### config.mk
export PLATFORM = sky130hd
export DESIGN_NAME = tachometer_rpm_meter
export DESIGN_NICKNAME = d
export VERILOG_FILES = /design/src/hw/rtl/tach_pkg.sv /design/src/hw/rtl/tach_regs.sv /design/src/hw/rtl/tach_div.sv /design/src/hw/rtl/tachometer_rpm_meter.sv
export VERILOG_INCLUDE_DIRS = /design/src /design/src/hw/rtl
export SDC_FILE = /design/constraint.sdc
export NUM_CORES = 1
export LEC_CHECK = 0
export BUFFER_PORTS_ARGS = -buffer_cell sky130_fd_sc_hd__clkbuf_2
export CORE_MARGIN = 1
export CORE_UTILIZATION = 45
export DETAILED_ROUTE_END_ITERATION = 8
export SYNTH_ARGS = -nofsm -noshare
export SYNTH_HDL_FRONTEND = slang
export SYNTH_HIERARCHICAL = 1
export SYNTH_SLANG_ARGS = --single-unit
### constraint.sdc
create_clock -name clk -period 5.9 [get_ports clk]
set_input_delay 0.59 -clock clk [delete_from_list [all_inputs] [get_ports clk]]
set_output_delay 0.59 -clock clk [all_outputs]
set_load 0.005 [all_outputs]
### src/hw/rtl/assert_macros.svh
// ----------------------------------------------------------------------------
// assert_macros.svh
// Assertion helpers. Empty when SYNTHESIS is defined.
// ----------------------------------------------------------------------------
`ifndef ASSERT_MACROS_SVH
`define ASSERT_MACROS_SVH

`ifndef SYNTHESIS

// same-cycle implication
`define ASSERT_IMPLY(label, clk, rst_n, ante, cons) \
	label: assert property (@(posedge clk) disable iff (!rst_n) (ante) |-> (cons)) \
		else $error("assertion failed");

// next-cycle implication
`define ASSERT_NEXT(label, clk, rst_n, ante, cons) \
	label: assert property (@(posedge clk) disable iff (!rst_n) (ante) |=> (cons)) \
		else $error("assertion failed");

`else

`define ASSERT_IMPLY(label, clk, rst_n, ante, cons)
`define ASSERT_NEXT(label, clk, rst_n, ante, cons)

`endif

`endif

### src/hw/rtl/tach_pkg.sv
// ----------------------------------------------------------------------------
// tach_pkg
// Shared types and constants of the tachometer rpm meter.
// ----------------------------------------------------------------------------
`default_nettype none

package tach_pkg;

	localparam int DEB_BITS = 8;
	localparam int PPW_BITS = 4;
	localparam int NUM_BITS = 20;
	localparam int TMO_BITS = 16;
	localparam int RPM_BITS = 16;
	localparam int POS_IN_BITS = 16;
	localparam int TIME_IN_BITS = 32;
	localparam int DATA_BITS = 32;
	localparam int ADDR_BITS = 4;

	// register indexes (paddr[3:2])
	localparam logic [1:0] REG_DEBOUNCE = 2'd0;
	localparam logic [1:0] REG_PPW      = 2'd1;
	localparam logic [1:0] REG_NUMER    = 2'd2;
	localparam logic [1:0] REG_TIMEOUT  = 2'd3;

	// command codes of the input word
	localparam logic CMD_EDGE   = 1'b0;
	localparam logic CMD_SAMPLE = 1'b1;

	localparam logic [DEB_BITS-1:0] DEBOUNCE_RST = 8'd15;
	localparam logic [PPW_BITS-1:0] PPW_RST      = 4'd3;
	localparam logic [NUM_BITS-1:0] NUMER_RST    = 20'd60000;
	localparam logic [TMO_BITS-1:0] TIMEOUT_RST  = 16'd1000;

	typedef struct packed {
		logic [DEB_BITS-1:0] debounce_ms;
		logic [PPW_BITS-1:0] pulses_per_window;
		logic [NUM_BITS-1:0] rpm_numerator;
		logic [TMO_BITS-1:0] timeout_ms;
	} tach_cfg_t;

	typedef struct packed {
		logic busy;
		logic done;
	} tach_div_st_t;

endpackage

`default_nettype wire

### src/hw/rtl/tach_regs.sv
// ----------------------------------------------------------------------------
// tach_regs
// APB-style configuration registers, always ready.
// ----------------------------------------------------------------------------
`default_nettype none

module tach_regs (
	input  wire logic                            clk,
	input  wire logic                            arst_n,
	input  wire logic                            psel,
	input  wire logic                            penable,
	input  wire logic                            pwrite,
	input  wire logic [tach_pkg::ADDR_BITS-1:0]  paddr,
	input  wire logic [tach_pkg::DATA_BITS-1:0]  pwdata,
	output logic      [tach_pkg::DATA_BITS-1:0]  prdata,
	output logic                                 pready,
	output tach_pkg::tach_cfg_t                  cfg
);

	tach_pkg::tach_cfg_t cfg_q;
	logic                wr_en;
	logic [1:0]          reg_idx;

	assign pready  = 1'b1;
	assign wr_en   = psel && penable && pwrite;
	assign reg_idx = paddr[3:2];
	assign cfg     = cfg_q;

	always_ff @(posedge clk or negedge arst_n) begin
		if (!arst_n) begin
			cfg_q.debounce_ms       <= tach_pkg::DEBOUNCE_RST;
			cfg_q.pulses_per_window <= tach_pkg::PPW_RST;
			cfg_q.rpm_numerator     <= tach_pkg::NUMER_RST;
			cfg_q.timeout_ms        <= tach_pkg::TIMEOUT_RST;
		end else if (wr_en) begin
			case (reg_idx)
				tach_pkg::REG_DEBOUNCE: begin
					cfg_q.debounce_ms <= pwdata[tach_pkg::DEB_BITS-1:0];
				end
				tach_pkg::REG_PPW: begin
					cfg_q.pulses_per_window <= pwdata[tach_pkg::PPW_BITS-1:0];
				end
				tach_pkg::REG_NUMER: begin
					cfg_q.rpm_numerator <= pwdata[tach_pkg::NUM_BITS-1:0];
				end
				tach_pkg::REG_TIMEOUT: begin
					cfg_q.timeout_ms <= pwdata[tach_pkg::TMO_BITS-1:0];
				end
				default: begin
				end
			endcase
		end
	end

	always_comb begin
		case (reg_idx)
			tach_pkg::REG_DEBOUNCE: prdata = tach_pkg::DATA_BITS'(cfg_q.debounce_ms);
			tach_pkg::REG_PPW:      prdata = tach_pkg::DATA_BITS'(cfg_q.pulses_per_window);
			tach_pkg::REG_NUMER:    prdata = tach_pkg::DATA_BITS'(cfg_q.rpm_numerator);
			tach_pkg::REG_TIMEOUT:  prdata = tach_pkg::DATA_BITS'(cfg_q.timeout_ms);
			default:                prdata = '0;
		endcase
	end

endmodule

`default_nettype wire

### src/hw/rtl/tach_div.sv
// ----------------------------------------------------------------------------
// tach_div
// Restoring divider, one quotient bit per cycle, shared compare-subtract.
// ----------------------------------------------------------------------------
`default_nettype none

module tach_div #(
	parameter int TIME_BITS = 32
) (
	input  wire logic                           clk,
	input  wire logic                           arst_n,
	input  wire logic                           start,
	input  wire logic [tach_pkg::NUM_BITS-1:0]  numer,
	input  wire logic [TIME_BITS-1:0]           denom,
	output tach_pkg::tach_div_st_t              status,
	output logic      [tach_pkg::NUM_BITS-1:0]  quotient,
	output logic      [TIME_BITS-1:0]           remainder
);

	localparam int NB       = tach_pkg::NUM_BITS;
	localparam int CNT_BITS = $clog2(NB);

	logic [NB-1:0]        num_q;   // dividend bits shift out, quotient bits shift in
	logic [TIME_BITS-1:0] rem_q;
	logic [TIME_BITS-1:0] den_q;
	logic [CNT_BITS-1:0]  cnt_q;
	logic                 busy_q;
	logic                 done_q;

	logic [TIME_BITS:0]   trial;
	logic [TIME_BITS:0]   diff;
	logic                 ge;

	assign trial = {rem_q, num_q[NB-1]};
	assign diff  = trial - {1'b0, den_q};
	assign ge    = trial >= {1'b0, den_q};

	always_ff @(posedge clk or negedge arst_n) begin
		if (!arst_n) begin
			busy_q <= 1'b0;
			done_q <= 1'b0;
			cnt_q  <= '0;
		end else begin
			done_q <= !start && busy_q && (cnt_q == CNT_BITS'(NB - 1));
			if (start) begin
				busy_q <= 1'b1;
				cnt_q  <= '0;
			end else if (busy_q) begin
				cnt_q <= cnt_q + 1'b1;
				if (cnt_q == CNT_BITS'(NB - 1)) begin
					busy_q <= 1'b0;
				end
			end
		end
	end

	always_ff @(posedge clk) begin
		if (start) begin
			num_q <= numer;
			rem_q <= '0;
			den_q <= denom;
		end else if (busy_q) begin
			num_q <= {num_q[NB-2:0], ge};
			rem_q <= ge ? diff[TIME_BITS-1:0] : trial[TIME_BITS-1:0];
		end
	end

	assign status.busy = busy_q;
	assign status.done = done_q;
	assign quotient    = num_q;
	assign remainder   = rem_q;

endmodule

`default_nettype wire

### src/hw/rtl/tachometer_rpm_meter.sv
// ----------------------------------------------------------------------------
// tachometer_rpm_meter
// Period-based fan tachometer: debounced edge counting and rpm computation.
// ----------------------------------------------------------------------------
// Input channel (in_valid/in_stall): one word per event. command 0 is a
// tachometer falling edge with its time_ms stamp; command 1 is a sample
// request carrying time_ms and encoder_position.
// Output channel (out_valid/out_stall): one rpm word per sample request,
// none per edge. The word sits in an output register until taken.
// Edges and most samples are handled in the accept cycle and the
// rpm word shows the next cycle. A sample that finds a closed window with a
// nonzero duration and an unchanged encoder position runs the 20-bit
// restoring divider, one quotient bit per cycle, with round half up on the
// quotient; the input is stalled until the divider is done.
// Edges are taken while an rpm word waits; a sample request is stalled
// while the output register is full and stalled.
// Reset (arst_n, async low) clears all timing state and held rpm and loads
// the register defaults: debounce 15 ms, 3 pulses, numerator 60000, timeout
// 1000 ms. The user makes config writes (APB port) only while idle; unenforced.
// ----------------------------------------------------------------------------
`default_nettype none

`include "assert_macros.svh"

module tachometer_rpm_meter #(
	parameter int TIME_BITS     = 32,
	parameter int POSITION_BITS = 16
) (
	input  wire logic                                clk,
	input  wire logic                                arst_n,
	// input channel
	input  wire logic                                in_valid,
	output logic                                     in_stall,
	input  wire logic                                command,
	input  wire logic [tach_pkg::TIME_IN_BITS-1:0]   time_ms,
	input  wire logic signed [tach_pkg::POS_IN_BITS-1:0] encoder_position,
	// output channel
	output logic                                     out_valid,
	input  wire logic                                out_stall,
	output logic      [tach_pkg::RPM_BITS-1:0]       rpm,
	// configuration port
	input  wire logic                                psel,
	input  wire logic                                penable,
	input  wire logic                                pwrite,
	input  wire logic [tach_pkg::ADDR_BITS-1:0]      paddr,
	input  wire logic [tach_pkg::DATA_BITS-1:0]      pwdata,
	output logic      [tach_pkg::DATA_BITS-1:0]      prdata,
	output logic                                     pready
);

	localparam int NB = tach_pkg::NUM_BITS;
	localparam int RB = tach_pkg::RPM_BITS;

	localparam logic [0:0] S_IDLE = 1'b0;
	localparam logic [0:0] S_DIV  = 1'b1;

	tach_pkg::tach_cfg_t    cfg;
	tach_pkg::tach_div_st_t div_st;

	logic [0:0]               state_q;
	logic [TIME_BITS-1:0]     last_edge_q;
	logic [3:0]               pulse_cnt_q;
	logic [TIME_BITS-1:0]     win_start_q;
	logic [TIME_BITS-1:0]     win_end_q;
	logic                     win_ready_q;
	logic [RB-1:0]            held_rpm_q;
	logic [TIME_BITS-1:0]     last_calc_q;
	logic [POSITION_BITS-1:0] last_pos_q;
	logic                     out_valid_q;
	logic [RB-1:0]            rpm_q;

	logic                     accept;
	logic [TIME_BITS-1:0]     now;
	logic [POSITION_BITS-1:0] pos;
	logic [TIME_BITS-1:0]     gap;
	logic [TIME_BITS-1:0]     span;
	logic [TIME_BITS-1:0]     since_calc;
	logic [3:0]               cnt_inc;
	logic                     moved;
	logic                     div_start;
	logic [NB-1:0]            quo;
	logic [TIME_BITS-1:0]     rem;
	logic                     round_up;
	logic [NB:0]              speed;
	logic [RB-1:0]            speed_sat;

	tach_regs u_regs (
		.clk     (clk),
		.arst_n  (arst_n),
		.psel    (psel),
		.penable (penable),
		.pwrite  (pwrite),
		.paddr   (paddr),
		.pwdata  (pwdata),
		.prdata  (prdata),
		.pready  (pready),
		.cfg     (cfg)
	);

	tach_div #(
		.TIME_BITS (TIME_BITS)
	) u_div (
		.clk       (clk),
		.arst_n    (arst_n),
		.start     (div_start),
		.numer     (cfg.rpm_numerator),
		.denom     (span),
		.status    (div_st),
		.quotient  (quo),
		.remainder (rem)
	);

	// samples wait for a free output register; everything waits on the divider
	assign in_stall = (state_q != S_IDLE) ||
	                  ((command == tach_pkg::CMD_SAMPLE) && out_valid_q && out_stall);
	assign accept   = in_valid && !in_stall;

	assign now        = TIME_BITS'(time_ms);
	assign pos        = POSITION_BITS'(encoder_position);  // sign-extends or truncates
	assign gap        = now - last_edge_q;
	assign span       = win_end_q - win_start_q;           // windows frozen while busy
	assign since_calc = now - last_calc_q;
	assign cnt_inc    = pulse_cnt_q + 4'd1;
	assign moved      = pos != last_pos_q;

	assign div_start = accept && (command == tach_pkg::CMD_SAMPLE) && !moved &&
	                   win_ready_q && (span != '0);

	// round half up: bump when twice the remainder reaches the divisor
	assign round_up  = {rem, 1'b0} >= {1'b0, span};
	assign speed     = {1'b0, quo} + (NB+1)'(round_up);
	assign speed_sat = (speed[NB:RB] != '0) ? {RB{1'b1}} : speed[RB-1:0];

	always_ff @(posedge clk or negedge arst_n) begin
		if (!arst_n) begin
			state_q     <= S_IDLE;
			last_edge_q <= '0;
			pulse_cnt_q <= '0;
			win_start_q <= '0;
			win_end_q   <= '0;
			win_ready_q <= 1'b0;
			held_rpm_q  <= '0;
			last_calc_q <= '0;
			last_pos_q  <= '0;
		end else begin
			case (state_q)
				S_IDLE: begin
					if (accept && (command == tach_pkg::CMD_EDGE)) begin
						last_edge_q <= now;
						if (gap > TIME_BITS'(cfg.debounce_ms)) begin
							if (pulse_cnt_q == 4'd0) begin
								win_start_q <= now;
							end
							if (cnt_inc == cfg.pulses_per_window) begin
								win_end_q   <= now;
								win_ready_q <= 1'b1;
								pulse_cnt_q <= '0;
							end else begin
								pulse_cnt_q <= cnt_inc;
							end
						end
					end else if (accept) begin
						win_ready_q <= 1'b0;
						last_pos_q  <= pos;
						if (div_start) begin
							last_calc_q <= now;
							state_q     <= S_DIV;
						end else begin
							if (!moved && !win_ready_q &&
							    (since_calc > TIME_BITS'(cfg.timeout_ms))) begin
								held_rpm_q <= '0;
							end
						end
					end
				end
				S_DIV: begin
					if (div_st.done) begin
						state_q <= S_IDLE;
						if (speed_sat != '0) begin
							held_rpm_q <= speed_sat;
						end
					end
				end
				default: begin
					state_q <= S_IDLE;
				end
			endcase
		end
	end

	// output word valid: set when a word is produced, cleared when taken
	always_ff @(posedge clk or negedge arst_n) begin
		if (!arst_n) begin
			out_valid_q <= 1'b0;
		end else if (((state_q == S_DIV) && div_st.done) ||
		             (accept && (command == tach_pkg::CMD_SAMPLE) && !div_start)) begin
			out_valid_q <= 1'b1;
		end else if (!out_stall) begin
			out_valid_q <= 1'b0;
		end
	end

	// output word: divider result (held rpm if zero), else zero on timeout or held rpm
	always_ff @(posedge clk) begin
		if (state_q == S_DIV) begin
			if (div_st.done) begin
				rpm_q <= (speed_sat != '0) ? speed_sat : held_rpm_q;
			end
		end else if (accept && (command == tach_pkg::CMD_SAMPLE) && !div_start) begin
			if (!moved && !win_ready_q && (since_calc > TIME_BITS'(cfg.timeout_ms))) begin
				rpm_q <= '0;
			end else begin
				rpm_q <= held_rpm_q;
			end
		end
	end

	assign out_valid = out_valid_q;
	assign rpm       = rpm_q;

	// assertions
	`ASSERT_IMPLY(a_busy_stalls, clk, arst_n, state_q != S_IDLE, in_stall)
	`ASSERT_IMPLY(a_done_in_div, clk, arst_n, div_st.done, state_q == S_DIV)
	`ASSERT_IMPLY(a_sample_out_free, clk, arst_n, accept && (command == tach_pkg::CMD_SAMPLE),
		!(out_valid_q && out_stall))
	`ASSERT_NEXT(a_start_runs, clk, arst_n, div_start, div_st.busy && (state_q == S_DIV))

endmodule

`default_nettype wire
==> metrics.csv <==
metric,value,unit
status,"finished, violations left",
violations,setup timing,
die_area,53100,um2
hpwl,48200,um
max_freq,165,MHz
start_util,45.7,%
criticalPathCategory,flip-flop to flip-flop,
die_y,230,um
cts_root_buf,clkbuf_16,
overflow,0,
wire_per_inst,18.2,um
cp_max_fo,5,
path_common_cell,ha_4,
peakVddDrop,0.235,mV
coreArea,51400,um2
setup_viol,30,
port_buffers,115,
grt_max_degree,132,
fin_util,54.1,%
multi_input_area,14200,um2
row_count,83,
viasPerCell,5.58,
fin_ws,-0.170,ns
fin_total_pwr,5750,uW
cts_max_path_buffers,3,
die_w,230,um
antenna_left,0,
antenna_found_initial,0,
cts_max_level,2,
maxCapViolCount,0,
nFillCells,4658,
finalHoldViolCount,0,
fin_nets,3007,
first_global_vias,19000,
grt_use_total,23.7,%
power_density,207,nW/um2
period_needed,6.07,ns
numCtsBuffers,39,
synth_area,23500,um2
post-route-period-util,103,%
wirelength,62600,um
drt_iter0_drc,966,
whs,0.0366,ns
clk_pin_slew,0.06,ns
first_pass_iters,5,
cts_hold_buf,0,
grt_pass1_wl,101000,um
skew,0.0228,ns
dp_slack,-0.501,ns
syn_area_per_cell,9.49,um2
cts_tree,done,
io_pins,143,
num_vias,19200,
drc,0,
clock_latency,0.56,ns
crit_path_max_incr_delay,0.43,ns
yosysWarnings,6,
p_leak,0.0125,uW
cp_slowest_cell,a311o_1,
relSlewSlack,37.8,%
startpoint_type,flip-flop,
rsz0062_at_grt,true,
syn_inst,2473,
dpl.cell_count,3341,
hold_class,input pin to async pin,
tightestPinTransition,0.925,ns
fin_cells,3436,
syn2layout_area_growth,18.4,%
slew_violations,0,
worstRegToRegCells,32,
required,6.28,ns
worstPathArrival,6.45,ns
gp_congestion,0.928,
seq_area,8260,um2
drive_gt1_share,25.5,%
clock_sinks,322,
critPathCaptureType,flip-flop,
n_antenna_cell,0,
==> final cells by class <==
type	instances	area share (%)
clock buffer	57	4.27
clock inverter	14	0.617
inverter	220	2.97
multi-input combinational	1828	51.3
sequential	322	29.7
tap	680	3.06
timing repair buffer	315	8.10
==> power by group <==
group,total [uW],internal (uW),switching [uW]
logic,774,353,421
clock network,2510,1540,972
registers,2470,2380,88.8
==> registers in the layout, summed over array words and instances (netlist names), 20 cells and up <==
register,count
u_div/quotient,20
last_edge_q,32
last_calc_q,32
u_div/remainder,32
u_regs/cfg,48
win_start_q,32
win_end_q,32
u_div/den_q,32
==> metrics by stage <==
stage          instance area (um2)  setup TNS [ns]
2_1_floorplan                23500               0
3_3_place_gp                 25700           -8.58
3_5_place_dp                 25700          -13.00
4_1_cts                      27600          -0.753
5_1_grt                      27800          -12.34
6_report                     27800           -3.81
==> cell usage in the layout (no fill, tap or decap), types with 20 or more instances in the layout <==
cell type and count:
o211ai_1 29, a21oi_1 135, clkbuf_16 43, a21o_1 65, nor2b_1 29, nand3_1 68, xor2_1 41, nand2b_1 23
nor2_1 134, xnor2_1 79, inv_1 217, buf_4 183, mux2_4 73, a211oi_1 29, ha_1 179, dfrtp_1 203
dfxtp_1 32, clkbuf_2 114, mux2_2 107, nand2_1 181, nand4_1 48, mux2i_1 21, a311oi_1 20, o21ai_0 122
a31oi_1 24, edfxtp_1 68, nor3_1 37
==> worst paths after layout <==
path	slack, ns	to	from
worst max-delay path	-0.17	rpm[1]	win_end_q[0]
worst min register to register	0.48	state_q	u_div/done_q
max in group asynchronous	4.72	win_end_q[18]	arst_n
worst min-delay path	0.04	last_pos_q[0]	arst_n
min in group clk	0.26	u_regs/cfg[32]	pwdata[16]
worst max register to register	-0.17	rpm[1]	win_end_q[0]
==> what timing repair did <==
action / in CTS / in global routing
gates resized for setup: 76 / 34
endpoints found under the setup margin: 32 / 32
hold endpoints to repair: 0 / 0
pin swaps: 38 / 33
setup buffers: 13 / 9
gates cloned: 3 / 1
==> layer usage <==
layer,up-vias,track usage [%],share of wire [%]
li1,9484,-,-
met1,9210,32.1,47
met2,381,39.1,47
met3,114,2.78,3.2
met4,0,8.07,3.1
met5,-,0,0
==> critical path: cells and delay by family (launching register included) <==
family | cells | cell delay, ns
adders and majority gates | 5 | 1.05
xor gates and xnor gates | 2 | 0.31
DFF | 1 | 0.37
buffers and inverters | 8 | 0.87
AOI/OAI and AO/OA | 8 | 1.79
and+or+nand+nor | 9 | 1.49
(Power assumes the default switching activity.)
